===== config.mk =====
export PLATFORM = sky130hd
export DESIGN_NAME = block_tuple_key_sorter
export DESIGN_NICKNAME = d
export VERILOG_FILES = /design/src/hdl/bts_pkg.sv /design/src/hdl/bts_front.sv /design/src/hdl/bts_queue.sv /design/src/hdl/bts_back.sv /design/src/hdl/block_tuple_key_sorter.sv
export SDC_FILE = /design/constraint.sdc
export NUM_CORES = 1
export LEC_CHECK = 0
export BUFFER_PORTS_ARGS = -buffer_cell sky130_fd_sc_hd__buf_2
export CORE_ASPECT_RATIO = 0.9
export CORE_UTILIZATION = 56
export CTS_CLUSTER_DIAMETER = 80
export DETAILED_ROUTE_END_ITERATION = 8
export PLACE_DENSITY_LB_ADDON = 0.15
export SLEW_MARGIN = 10
export SYNTH_ARGS = -nofsm -noshare
export SYNTH_HDL_FRONTEND = slang
export SYNTH_HIERARCHICAL = 1
export SYNTH_SLANG_ARGS = --single-unit

===== constraint.sdc =====
create_clock -name clk -period 4.6 [get_ports clk]
set_input_delay 0.23 -clock clk [delete_from_list [all_inputs] [get_ports clk]]
set_output_delay 0.23 -clock clk [all_outputs]
set_load 0.02 [all_outputs]

===== src/hdl/bts_pkg.sv =====
// shared types and constants for the tuple key sorter
`timescale 1ns / 1ps

package bts_pkg;

    // field widths of one tuple
    localparam int FIELD_W = 15;
    localparam int DATA_W  = 32;

    // default block size and depth of the queue between front and back
    localparam int TUPLES_PER_BLOCK_DEF = 7;
    localparam int QUEUE_DEPTH          = 4;

    // one tuple on its way from the front to the back
    typedef struct packed {
        logic                      last;
        logic signed [FIELD_W-1:0] payload;
        logic signed [FIELD_W-1:0] key;
    } tuple_t;

endpackage


===== src/hdl/bts_front.sv =====
// front part: counts tuples and marks the last tuple of each block
`timescale 1ns / 1ps

module bts_front
    import bts_pkg::*;
#(
    parameter int TUPLES_PER_BLOCK = TUPLES_PER_BLOCK_DEF
)
(
    input  logic                      clk,
    input  logic                      rst_n,
    input  logic                      in_valid,
    output logic                      in_ready,
    input  logic signed [FIELD_W-1:0] in_key,
    input  logic signed [FIELD_W-1:0] in_payload,
    output logic                      push_valid,
    input  logic                      push_ready,
    output tuple_t                    push_data
);

    localparam int CW = $clog2(TUPLES_PER_BLOCK);

    logic [CW-1:0] fill_reg;
    logic [CW-1:0] fill_next;
    logic          block_last;
    logic          xfer;

    // pass the handshake straight to the queue
    assign in_ready   = push_ready;
    assign push_valid = in_valid;
    assign xfer       = in_valid && push_ready;
    assign block_last = (fill_reg == CW'(TUPLES_PER_BLOCK - 1));

    // tag the tuple
    always_comb
    begin
        push_data.key     = in_key;
        push_data.payload = in_payload;
        push_data.last    = block_last;
    end

    // fill count wraps at the end of each block
    always_comb
    begin
        fill_next = fill_reg;
        if (xfer)
        begin
            fill_next = block_last ? '0 : fill_reg + CW'(1);
        end
    end

    always_ff @(posedge clk or negedge rst_n)
    begin
        if (!rst_n)
        begin
            fill_reg <= '0;
        end
        else
        begin
            fill_reg <= fill_next;
        end
    end

endmodule


===== src/hdl/bts_queue.sv =====
// short tuple queue between front and back
`timescale 1ns / 1ps

module bts_queue
    import bts_pkg::*;
(
    input  logic   clk,
    input  logic   rst_n,
    input  logic   push_valid,
    output logic   push_ready,
    input  tuple_t push_data,
    output logic   pop_valid,
    input  logic   pop_ready,
    output tuple_t pop_data
);

    localparam int PW = $clog2(QUEUE_DEPTH);
    localparam int NW = $clog2(QUEUE_DEPTH + 1);

    tuple_t        slot_reg [QUEUE_DEPTH];
    logic [PW-1:0] wr_ptr_reg;
    logic [PW-1:0] wr_ptr_next;
    logic [PW-1:0] rd_ptr_reg;
    logic [PW-1:0] rd_ptr_next;
    logic [NW-1:0] count_reg;
    logic [NW-1:0] count_next;
    logic          do_push;
    logic          do_pop;

    assign push_ready = (count_reg != NW'(QUEUE_DEPTH));
    assign pop_valid  = (count_reg != '0);
    assign pop_data   = slot_reg[rd_ptr_reg];
    assign do_push    = push_valid && push_ready;
    assign do_pop     = pop_valid && pop_ready;

    // pointer and count update
    always_comb
    begin
        wr_ptr_next = do_push ? wr_ptr_reg + PW'(1) : wr_ptr_reg;
        rd_ptr_next = do_pop ? rd_ptr_reg + PW'(1) : rd_ptr_reg;
        count_next  = count_reg;
        if (do_push && !do_pop)
        begin
            count_next = count_reg + NW'(1);
        end
        else if (do_pop && !do_push)
        begin
            count_next = count_reg - NW'(1);
        end
    end

    always_ff @(posedge clk or negedge rst_n)
    begin
        if (!rst_n)
        begin
            wr_ptr_reg <= '0;
            rd_ptr_reg <= '0;
            count_reg  <= '0;
        end
        else
        begin
            wr_ptr_reg <= wr_ptr_next;
            rd_ptr_reg <= rd_ptr_next;
            count_reg  <= count_next;
        end
    end

    // slot storage
    always_ff @(posedge clk)
    begin
        if (do_push)
        begin
            slot_reg[wr_ptr_reg] <= push_data;
        end
    end

endmodule


===== src/hdl/bts_back.sv =====
// back part: row of cells that loads a block, sorts it and streams it out
`timescale 1ns / 1ps

module bts_back
    import bts_pkg::*;
#(
    parameter int TUPLES_PER_BLOCK = TUPLES_PER_BLOCK_DEF
)
(
    input  logic                      clk,
    input  logic                      rst_n,
    input  logic                      pop_valid,
    output logic                      pop_ready,
    input  tuple_t                    pop_data,
    output logic                      out_valid,
    input  logic                      out_ready,
    output logic signed [FIELD_W-1:0] out_key,
    output logic signed [FIELD_W-1:0] out_payload,
    output logic                      out_last
);

    localparam int N  = TUPLES_PER_BLOCK;
    localparam int CW = $clog2(N);

    typedef enum logic [1:0] {ST_LOAD, ST_SORT, ST_OUT} state_t;

    state_t                    state_reg;
    state_t                    state_next;
    logic [CW-1:0]             cnt_reg;
    logic [CW-1:0]             cnt_next;
    logic                      out_valid_reg;
    logic                      out_valid_next;
    logic signed [FIELD_W-1:0] out_key_reg;
    logic signed [FIELD_W-1:0] out_key_next;
    logic signed [FIELD_W-1:0] out_payload_reg;
    logic signed [FIELD_W-1:0] out_payload_next;
    logic                      out_last_reg;
    logic                      out_last_next;

    logic signed [FIELD_W-1:0] key_reg  [N];
    logic signed [FIELD_W-1:0] key_next [N];
    logic signed [FIELD_W-1:0] pay_reg  [N];
    logic signed [FIELD_W-1:0] pay_next [N];

    logic do_pop;
    logic out_load;
    logic cnt_end;

    assign pop_ready   = (state_reg == ST_LOAD);
    assign do_pop      = pop_valid && pop_ready;
    assign out_load    = (state_reg == ST_OUT) && (!out_valid_reg || out_ready);
    assign cnt_end     = (cnt_reg == CW'(N - 1));
    assign out_valid   = out_valid_reg;
    assign out_key     = out_key_reg;
    assign out_payload = out_payload_reg;
    assign out_last    = out_last_reg;

    // cell row: shift in on load, odd-even exchange on sort, shift out on unload
    always_comb
    begin
        for (int i = 0; i < N; i++)
        begin
            key_next[i] = key_reg[i];
            pay_next[i] = pay_reg[i];
        end
        case (state_reg)
            ST_LOAD:
            begin
                if (do_pop)
                begin
                    for (int i = 0; i < N - 1; i++)
                    begin
                        key_next[i] = key_reg[i+1];
                        pay_next[i] = pay_reg[i+1];
                    end
                    key_next[N-1] = pop_data.key;
                    pay_next[N-1] = pop_data.payload;
                end
            end
            ST_SORT:
            begin
                // strict compare keeps equal keys in arrival order
                for (int i = 0; i < N - 1; i++)
                begin
                    if (((i % 2) == 1) == cnt_reg[0] && key_reg[i] > key_reg[i+1])
                    begin
                        key_next[i]   = key_reg[i+1];
                        pay_next[i]   = pay_reg[i+1];
                        key_next[i+1] = key_reg[i];
                        pay_next[i+1] = pay_reg[i];
                    end
                end
            end
            ST_OUT:
            begin
                if (out_load)
                begin
                    for (int i = 0; i < N - 1; i++)
                    begin
                        key_next[i] = key_reg[i+1];
                        pay_next[i] = pay_reg[i+1];
                    end
                end
            end
            default:
            begin
            end
        endcase
    end

    always_ff @(posedge clk)
    begin
        for (int i = 0; i < N; i++)
        begin
            key_reg[i] <= key_next[i];
            pay_reg[i] <= pay_next[i];
        end
    end

    // sequencer and output register
    always_comb
    begin
        state_next       = state_reg;
        cnt_next         = cnt_reg;
        out_valid_next   = out_valid_reg;
        out_key_next     = out_key_reg;
        out_payload_next = out_payload_reg;
        out_last_next    = out_last_reg;
        if (out_valid_reg && out_ready)
        begin
            out_valid_next = 1'b0;
        end
        case (state_reg)
            ST_LOAD:
            begin
                if (do_pop && pop_data.last)
                begin
                    state_next = ST_SORT;
                    cnt_next   = '0;
                end
            end
            ST_SORT:
            begin
                if (cnt_end)
                begin
                    state_next = ST_OUT;
                    cnt_next   = '0;
                end
                else
                begin
                    cnt_next = cnt_reg + CW'(1);
                end
            end
            ST_OUT:
            begin
                if (out_load)
                begin
                    out_valid_next   = 1'b1;
                    out_key_next     = key_reg[0];
                    out_payload_next = pay_reg[0];
                    out_last_next    = cnt_end;
                    if (cnt_end)
                    begin
                        state_next = ST_LOAD;
                        cnt_next   = '0;
                    end
                    else
                    begin
                        cnt_next = cnt_reg + CW'(1);
                    end
                end
            end
            default:
            begin
                state_next = ST_LOAD;
            end
        endcase
    end

    always_ff @(posedge clk or negedge rst_n)
    begin
        if (!rst_n)
        begin
            state_reg       <= ST_LOAD;
            cnt_reg         <= '0;
            out_valid_reg   <= 1'b0;
            out_key_reg     <= '0;
            out_payload_reg <= '0;
            out_last_reg    <= 1'b0;
        end
        else
        begin
            state_reg       <= state_next;
            cnt_reg         <= cnt_next;
            out_valid_reg   <= out_valid_next;
            out_key_reg     <= out_key_next;
            out_payload_reg <= out_payload_next;
            out_last_reg    <= out_last_next;
        end
    end

endmodule


===== src/hdl/block_tuple_key_sorter.sv =====
// Stable key sorter for blocks of TUPLES_PER_BLOCK tuples.
//
// Input stream s_*: one tuple per transfer (key and payload in s_tdata).
// Output stream m_*: the same tuples in ascending key order, tuples with
// equal keys in arrival order; m_tlast is high on the last tuple of a block.
// A front part counts the tuples of a block and tags the last one, a
// four-entry queue decouples it from the back part, and the back part holds
// the block in a row of N cells that load, sort and unload in turn.
// Input: one tuple per cycle while the queue has room and the back loads.
// Sorting is odd-even neighbor exchange in the cell row. Once a block is
// loaded and sorted, m_tvalid rises, then one result per cycle while
// m_tready is high. The single cell row loads, sorts and unloads one
// block before it takes the tuples of the next block.
// When the receiver stalls, the output register holds its result and the
// cells hold the rest; the queue fills and s_tready falls.
// Reset empties the queue and drops any partly gathered block.
`timescale 1ns / 1ps

module block_tuple_key_sorter
    import bts_pkg::*;
#(
    parameter int TUPLES_PER_BLOCK = TUPLES_PER_BLOCK_DEF
)
(
    input  logic              clk,
    input  logic              rst_n,
    input  logic              s_tvalid,
    output logic              s_tready,
    input  logic [DATA_W-1:0] s_tdata,  // tuple_key[14:0], tuple_payload[29:15], zero pad
    output logic              m_tvalid,
    input  logic              m_tready,
    output logic [DATA_W-1:0] m_tdata,  // sorted_key[14:0], sorted_payload[29:15], zero pad
    output logic              m_tlast
);

    logic                      push_valid;
    logic                      push_ready;
    tuple_t                    push_data;
    logic                      pop_valid;
    logic                      pop_ready;
    tuple_t                    pop_data;
    logic signed [FIELD_W-1:0] out_key;
    logic signed [FIELD_W-1:0] out_payload;

    // tuple counting and block tagging
    bts_front #(
        .TUPLES_PER_BLOCK (TUPLES_PER_BLOCK)
    ) u_front (
        .clk        (clk),
        .rst_n      (rst_n),
        .in_valid   (s_tvalid),
        .in_ready   (s_tready),
        .in_key     (s_tdata[FIELD_W-1:0]),
        .in_payload (s_tdata[2*FIELD_W-1:FIELD_W]),
        .push_valid (push_valid),
        .push_ready (push_ready),
        .push_data  (push_data)
    );

    // decoupling queue
    bts_queue u_queue (
        .clk        (clk),
        .rst_n      (rst_n),
        .push_valid (push_valid),
        .push_ready (push_ready),
        .push_data  (push_data),
        .pop_valid  (pop_valid),
        .pop_ready  (pop_ready),
        .pop_data   (pop_data)
    );

    // sorting cell row and output register
    bts_back #(
        .TUPLES_PER_BLOCK (TUPLES_PER_BLOCK)
    ) u_back (
        .clk         (clk),
        .rst_n       (rst_n),
        .pop_valid   (pop_valid),
        .pop_ready   (pop_ready),
        .pop_data    (pop_data),
        .out_valid   (m_tvalid),
        .out_ready   (m_tready),
        .out_key     (out_key),
        .out_payload (out_payload),
        .out_last    (m_tlast)
    );

    // pack the output fields
    assign m_tdata = {(DATA_W - 2 * FIELD_W)'(0), out_payload, out_key};

endmodule


---- Word-level counts from Yosys, hierarchy flattened ----
Memories as Yosys holds them, arrays and structs flattened.
Cells that the tools add are included.
Widths: inputs -> output; s select.
word-level totals
  memories ................................ 3
  output and inout bits ................... 35
  register bits after elaboration ......... 47
  input port bits ......................... 36
  RAM bits ................................ 334
cells by class
  equal/unequal tests ..................... 9
  bitwise gates (word level) .............. 1
  add/subtract/negate cells ............... 6
  reduce and logical (&&, ||, !) cells .... 24
  muxes and demuxes ....................... 39
  magnitude comparators ................... 6
memories
  memory            words  width  read ports  clocked after Yosys merged registers in  write ports  line             text
  u_queue.slot_reg  4      31     1           0                                        1            bts_queue.sv:20  tuple_t slot_reg [QUEUE_DEPTH];
  u_back.key_reg    7      15     7           0                                        7            bts_back.sv:40   logic signed [FIELD_W-1:0] key_reg [N];
  u_back.pay_reg    7      15     7           0                                        7            bts_back.sv:42   logic signed [FIELD_W-1:0] pay_reg [N];
operator list
  cell                 count
  $pmux 90 s3          2
  $mux 30              14
  $mux 105             2
  $mux 90              2
  $gt 15x15->1         6
  $pmux 15 s2          2
  $mux 3               6
  $logic_and 1x1->1    13
  $add 3x1->3 const B  3
  $pmux 3 s3           1
  $mux 2               4
  $eq 3x3->1 const B   2
  $ne 2x1->1 const B   3
  $pmux 2 s3           1
  $reduce_bool 3->1    2
  $mux 1               5
  $add 2x1->2 const B  2
  $reduce_and 4->1     1
  $logic_not 1->1      3
  $ne 3x3->1 const B   1
  $reduce_and 3->1     1
  $sub 3x1->3 const B  1
  $eq 2x1->1 const B   1
  $eq 2x2->1 const B   1
  other kinds (6)      6

---- Longest topological paths before layout ----
An unclocked memory read counts as a cell.
  depth in word-level cells ............... 11
  mapped depth ............................ 9

---- Hierarchy ----
Netlist, hierarchy kept.
modules (own cells, without submodules)
  module                  instances  sequential area each (sq um)  cells each  area each (sq um)
  bts_back                1          7,231.9                       920         12,218.0
  bts_queue               1          3,898.7                       197         4,926.0
  bts_front               1          75.1                          47          400.4
  block_tuple_key_sorter  1          0.0                           3           18.8

---- Worst setup path before layout ----
No wires, ideal clock.
  path type ............................... reg2reg
  from .................................... mem u_back.key_reg[5][4]
  to ...................................... mem u_back.key_reg[6][0], enable pin
  cell stages (with the launch flop) ...... 8
  data arrival time ....................... 3.868 ns
  buffers on the path ..................... 0
  clock period less this slack ............ 4.331 ns
  library setup time ...................... 0.463 ns
  setup slack ............................. 0.269 ns
  cell sequence ........................... edfxtp_1 > ha_1 > a211oi_1 > nor2_1 > o31ai_1 > and3_1 > o21ai_1 > a211oi_1
RTL lines
  what         line
  from (decl)  bts_back.sv:40

==> out/qor.yml <==
power_density_nw_per_um2: 843
startpoint_type: "flop"
antennaDiodeCount: 0
io_buffers: 66
r2r_end: "u_back/key_reg[1][10]"
path_cells: "inv_1 -> ha_1 -> nand4_1 -> nor2_1 -> o31a_1 -> a2111oi_4 -> o31a_4 -> a21oi_2 -> buf_4"
reg2reg_slack_ps: 1160
fillerInstances: 2233
dp.cells: 1583
max_stage_delay_ps: 770
hold_buffers: 32
endpoint_kind: "flop"
fin_setup_tns_ps: 0
dieArea_sq_um: 32100
nNetsFinal: 1385
clkTransAtPathRegs_ps: 60
path_class: "flop to flop"
final_cells: 1690
ant_nets: 0
grt_pass1_wl_microns: 50400
critPathBufInv: 2
whs_ps: 47.0
placed_area_sq_um: 18100
synth_seq_cells: 381
first_pass_iters: 5
grt_pass1_vias: 9440
start_util_pct: 57.0
status: "complete, no violations"
clock_skew_ps: 24.1
drtIter0Drc: 544
r2r-start: "u_back/key_reg[2][13]"
die_width_microns: 189
finalCritPeriodShare_pct: 74.7
postCtsSetupBuffers: 0
grt_max_degree: 48
track_usage_pct: 20.3
grt_setup_unrepaired: "no"
largest_reg_flops: 124
final_area_sq_um: 19700
r2r_cells: 9
drc_errors: 0
maxSlewViolCount: 0
ir_drop_mv: 0.484
cap_violations: 0
area_growth_pct: 12.4
cts_made_buffers: 40
antenna_found_initial: 0
max_slew_margin_pct: 20.9
grt-ovfl-total: 0
cts.repair.resized: 0
clockBufferDepth: 3
via_count: 9542
hold_class: "input pin to flop"
hold_viol_final: 0
ys.flop_type: "edfxtp_1"
core_sq_um: 30800
rows: 61
drive_gt1_share_pct: 18.0
clkLatencyLatePin_ps: 550
cts_max_level: 2
avgSynthCellArea_sq_um: 15.0
die_y_microns: 170
ios: 71
min_period_ps: 3440
hold_path_depth: 3
leakage_uw: 0.00781
yosysWarnings: 6
syn-cell-area_sq_um: 17600
worstMarginPinSlew_ps: 1190
async_flop_share_pct: 12.3
clock_sinks: 381
vias_per_cell: 5.65
mostFrequentLayoutCells: "edfxtp_1 (334), a22o_1 (107), inv_1 (103), ha_1 (99), nand2_1 (70)"
clock-root-buffer: "clkbuf_16"
setup_viol: 0
crit_required_ps: 4820
cts_tree: "built"
layout_commonest_cell: "edfxtp_1"
hold-path-endpoint: "u_back/out_valid"
arrival_ps: 3660
critPathTopFamily: "compound AO/OA/AOI/OAI gates"
syn_inst: 1167
wire_per_inst_microns: 18.5
path_max_fanout: 32
synth_edf_count: 334
gp_congestion: 0.810
clock.fmax_mhz: 291
wirelength_microns: 31300
worstHoldStart: "m_tready"
slowest_stage: "a21oi_2"
post-dp-hpwl_microns: 22000
synth.distinct_cells: 61
ys_seq_area_share_pct: 63.8
==> how the worst max path moves through the flow <==
stage / startpoint / depth (start not counted) / slack [ps] / to
final: u_back/key_reg[2][13] / 9 / 1160 / u_back/key_reg[1][10]
after global routing: u_back/key_reg[5][4] / 8 / 900 / u_back/pay_reg[5][6]
after CTS: u_back/key_reg[5][4] / 8 / 1150 / u_back/key_reg[6][5]
after detailed placement: u_back/key_reg[5][4] / 8 / 1160 / u_back/key_reg[6][4]
after global placement: u_back/key_reg[1][13] / 8 / 1160 / u_back/key_reg[1][4]
after floorplan: u_back/key_reg[5][4] / 7 / 270 / u_back/key_reg[6][0]
==> cell type report <==
class | instances | area (sq um) | area share [%]
Clock buffer | 60 | 1170 | 5.92
Clock inverter | 14 | 184 | 0.931
Inverter | 104 | 390 | 1.98
Multi-Input combinational cell | 601 | 5460 | 27.6
Sequential cell | 381 | 11200 | 56.7
Tap cell | 409 | 512 | 2.59
Timing Repair Buffer | 121 | 831 | 4.21
==> kinds of logic after synthesis <==
family                   Yosys count  synth area share, %
flip-flops                       381                 63.8
AO/OA/AOI/OAI                    249                 11.1
buffers and inverters            186                 5.47
AND/OR/NAND/NOR                  149                 4.00
adder cells (fa/ha/maj)          100                 7.17
multiplexers                      95                 8.14
XOR/XNOR                           6                0.299
other                              1               0.0214
==> power breakdown <==
group,switching [uW],internal (uW)
logic,3490,2640
clock network,1290,1990
registers,1070,6160
total,5850,10800
==> stage by stage <==
step | total power [uW] | util (%) | setup slack, ps
after floorplan | 11800 | - | 269
after global placement | 13100 | 58.6 | 1160
after detailed placement | 13400 | 58.6 | 1160
after CTS | 16800 | 64.0 | 1150
after global routing | 17800 | 64.0 | 899
final | 16600 | 64.0 | 1160
==> cells in the mapped netlist (all sizes together), types with 3 or more instances <==
cell	number	share of area, %
or3	3	0.11
a21oi	35	1.0
nand2	70	1.5
o21ai	27	0.77
a211oi	8	0.34
clkbuf	26	0.62
dfrtp	47	6.7
mux4	31	4.0
inv	103	2.2
o2bb2ai	31	1.5
and2	4	0.14
nand4	15	0.57
a21o	10	0.43
o31a	3	0.20
a22o	107	5.3
nand3	12	0.37
ha	99	7.1
mux2	63	4.0
o21a	3	0.13
a221oi	3	0.15
o31ai	6	0.28
nand2b	7	0.25
nor3	5	0.14
nor2	22	0.47
buf	56	2.6
edfxtp	334	57
xnor2	4	0.20
nand3b	6	0.26
==> worst register-to-register path, stage by stage (launching register included) <==
cell       delay (ps)
edfxtp_1          460
inv_1              70
ha_1              330
nand4_1           180
nor2_1            150
o31a_1            210
a2111oi_4          70
o31a_4            520
a21oi_2           780
buf_4             360
==> routing by layer <==
layer	vias to the layer above	routed length [microns]	GRT usage (%)
li1	4639	-	-
met1	4649	15400	30.4
met2	207	13900	31.0
met4	0	570	5.50
met5	-	0	0
met3	47	1360	3.40
Note: power is estimated with default switching activity, not from simulation.
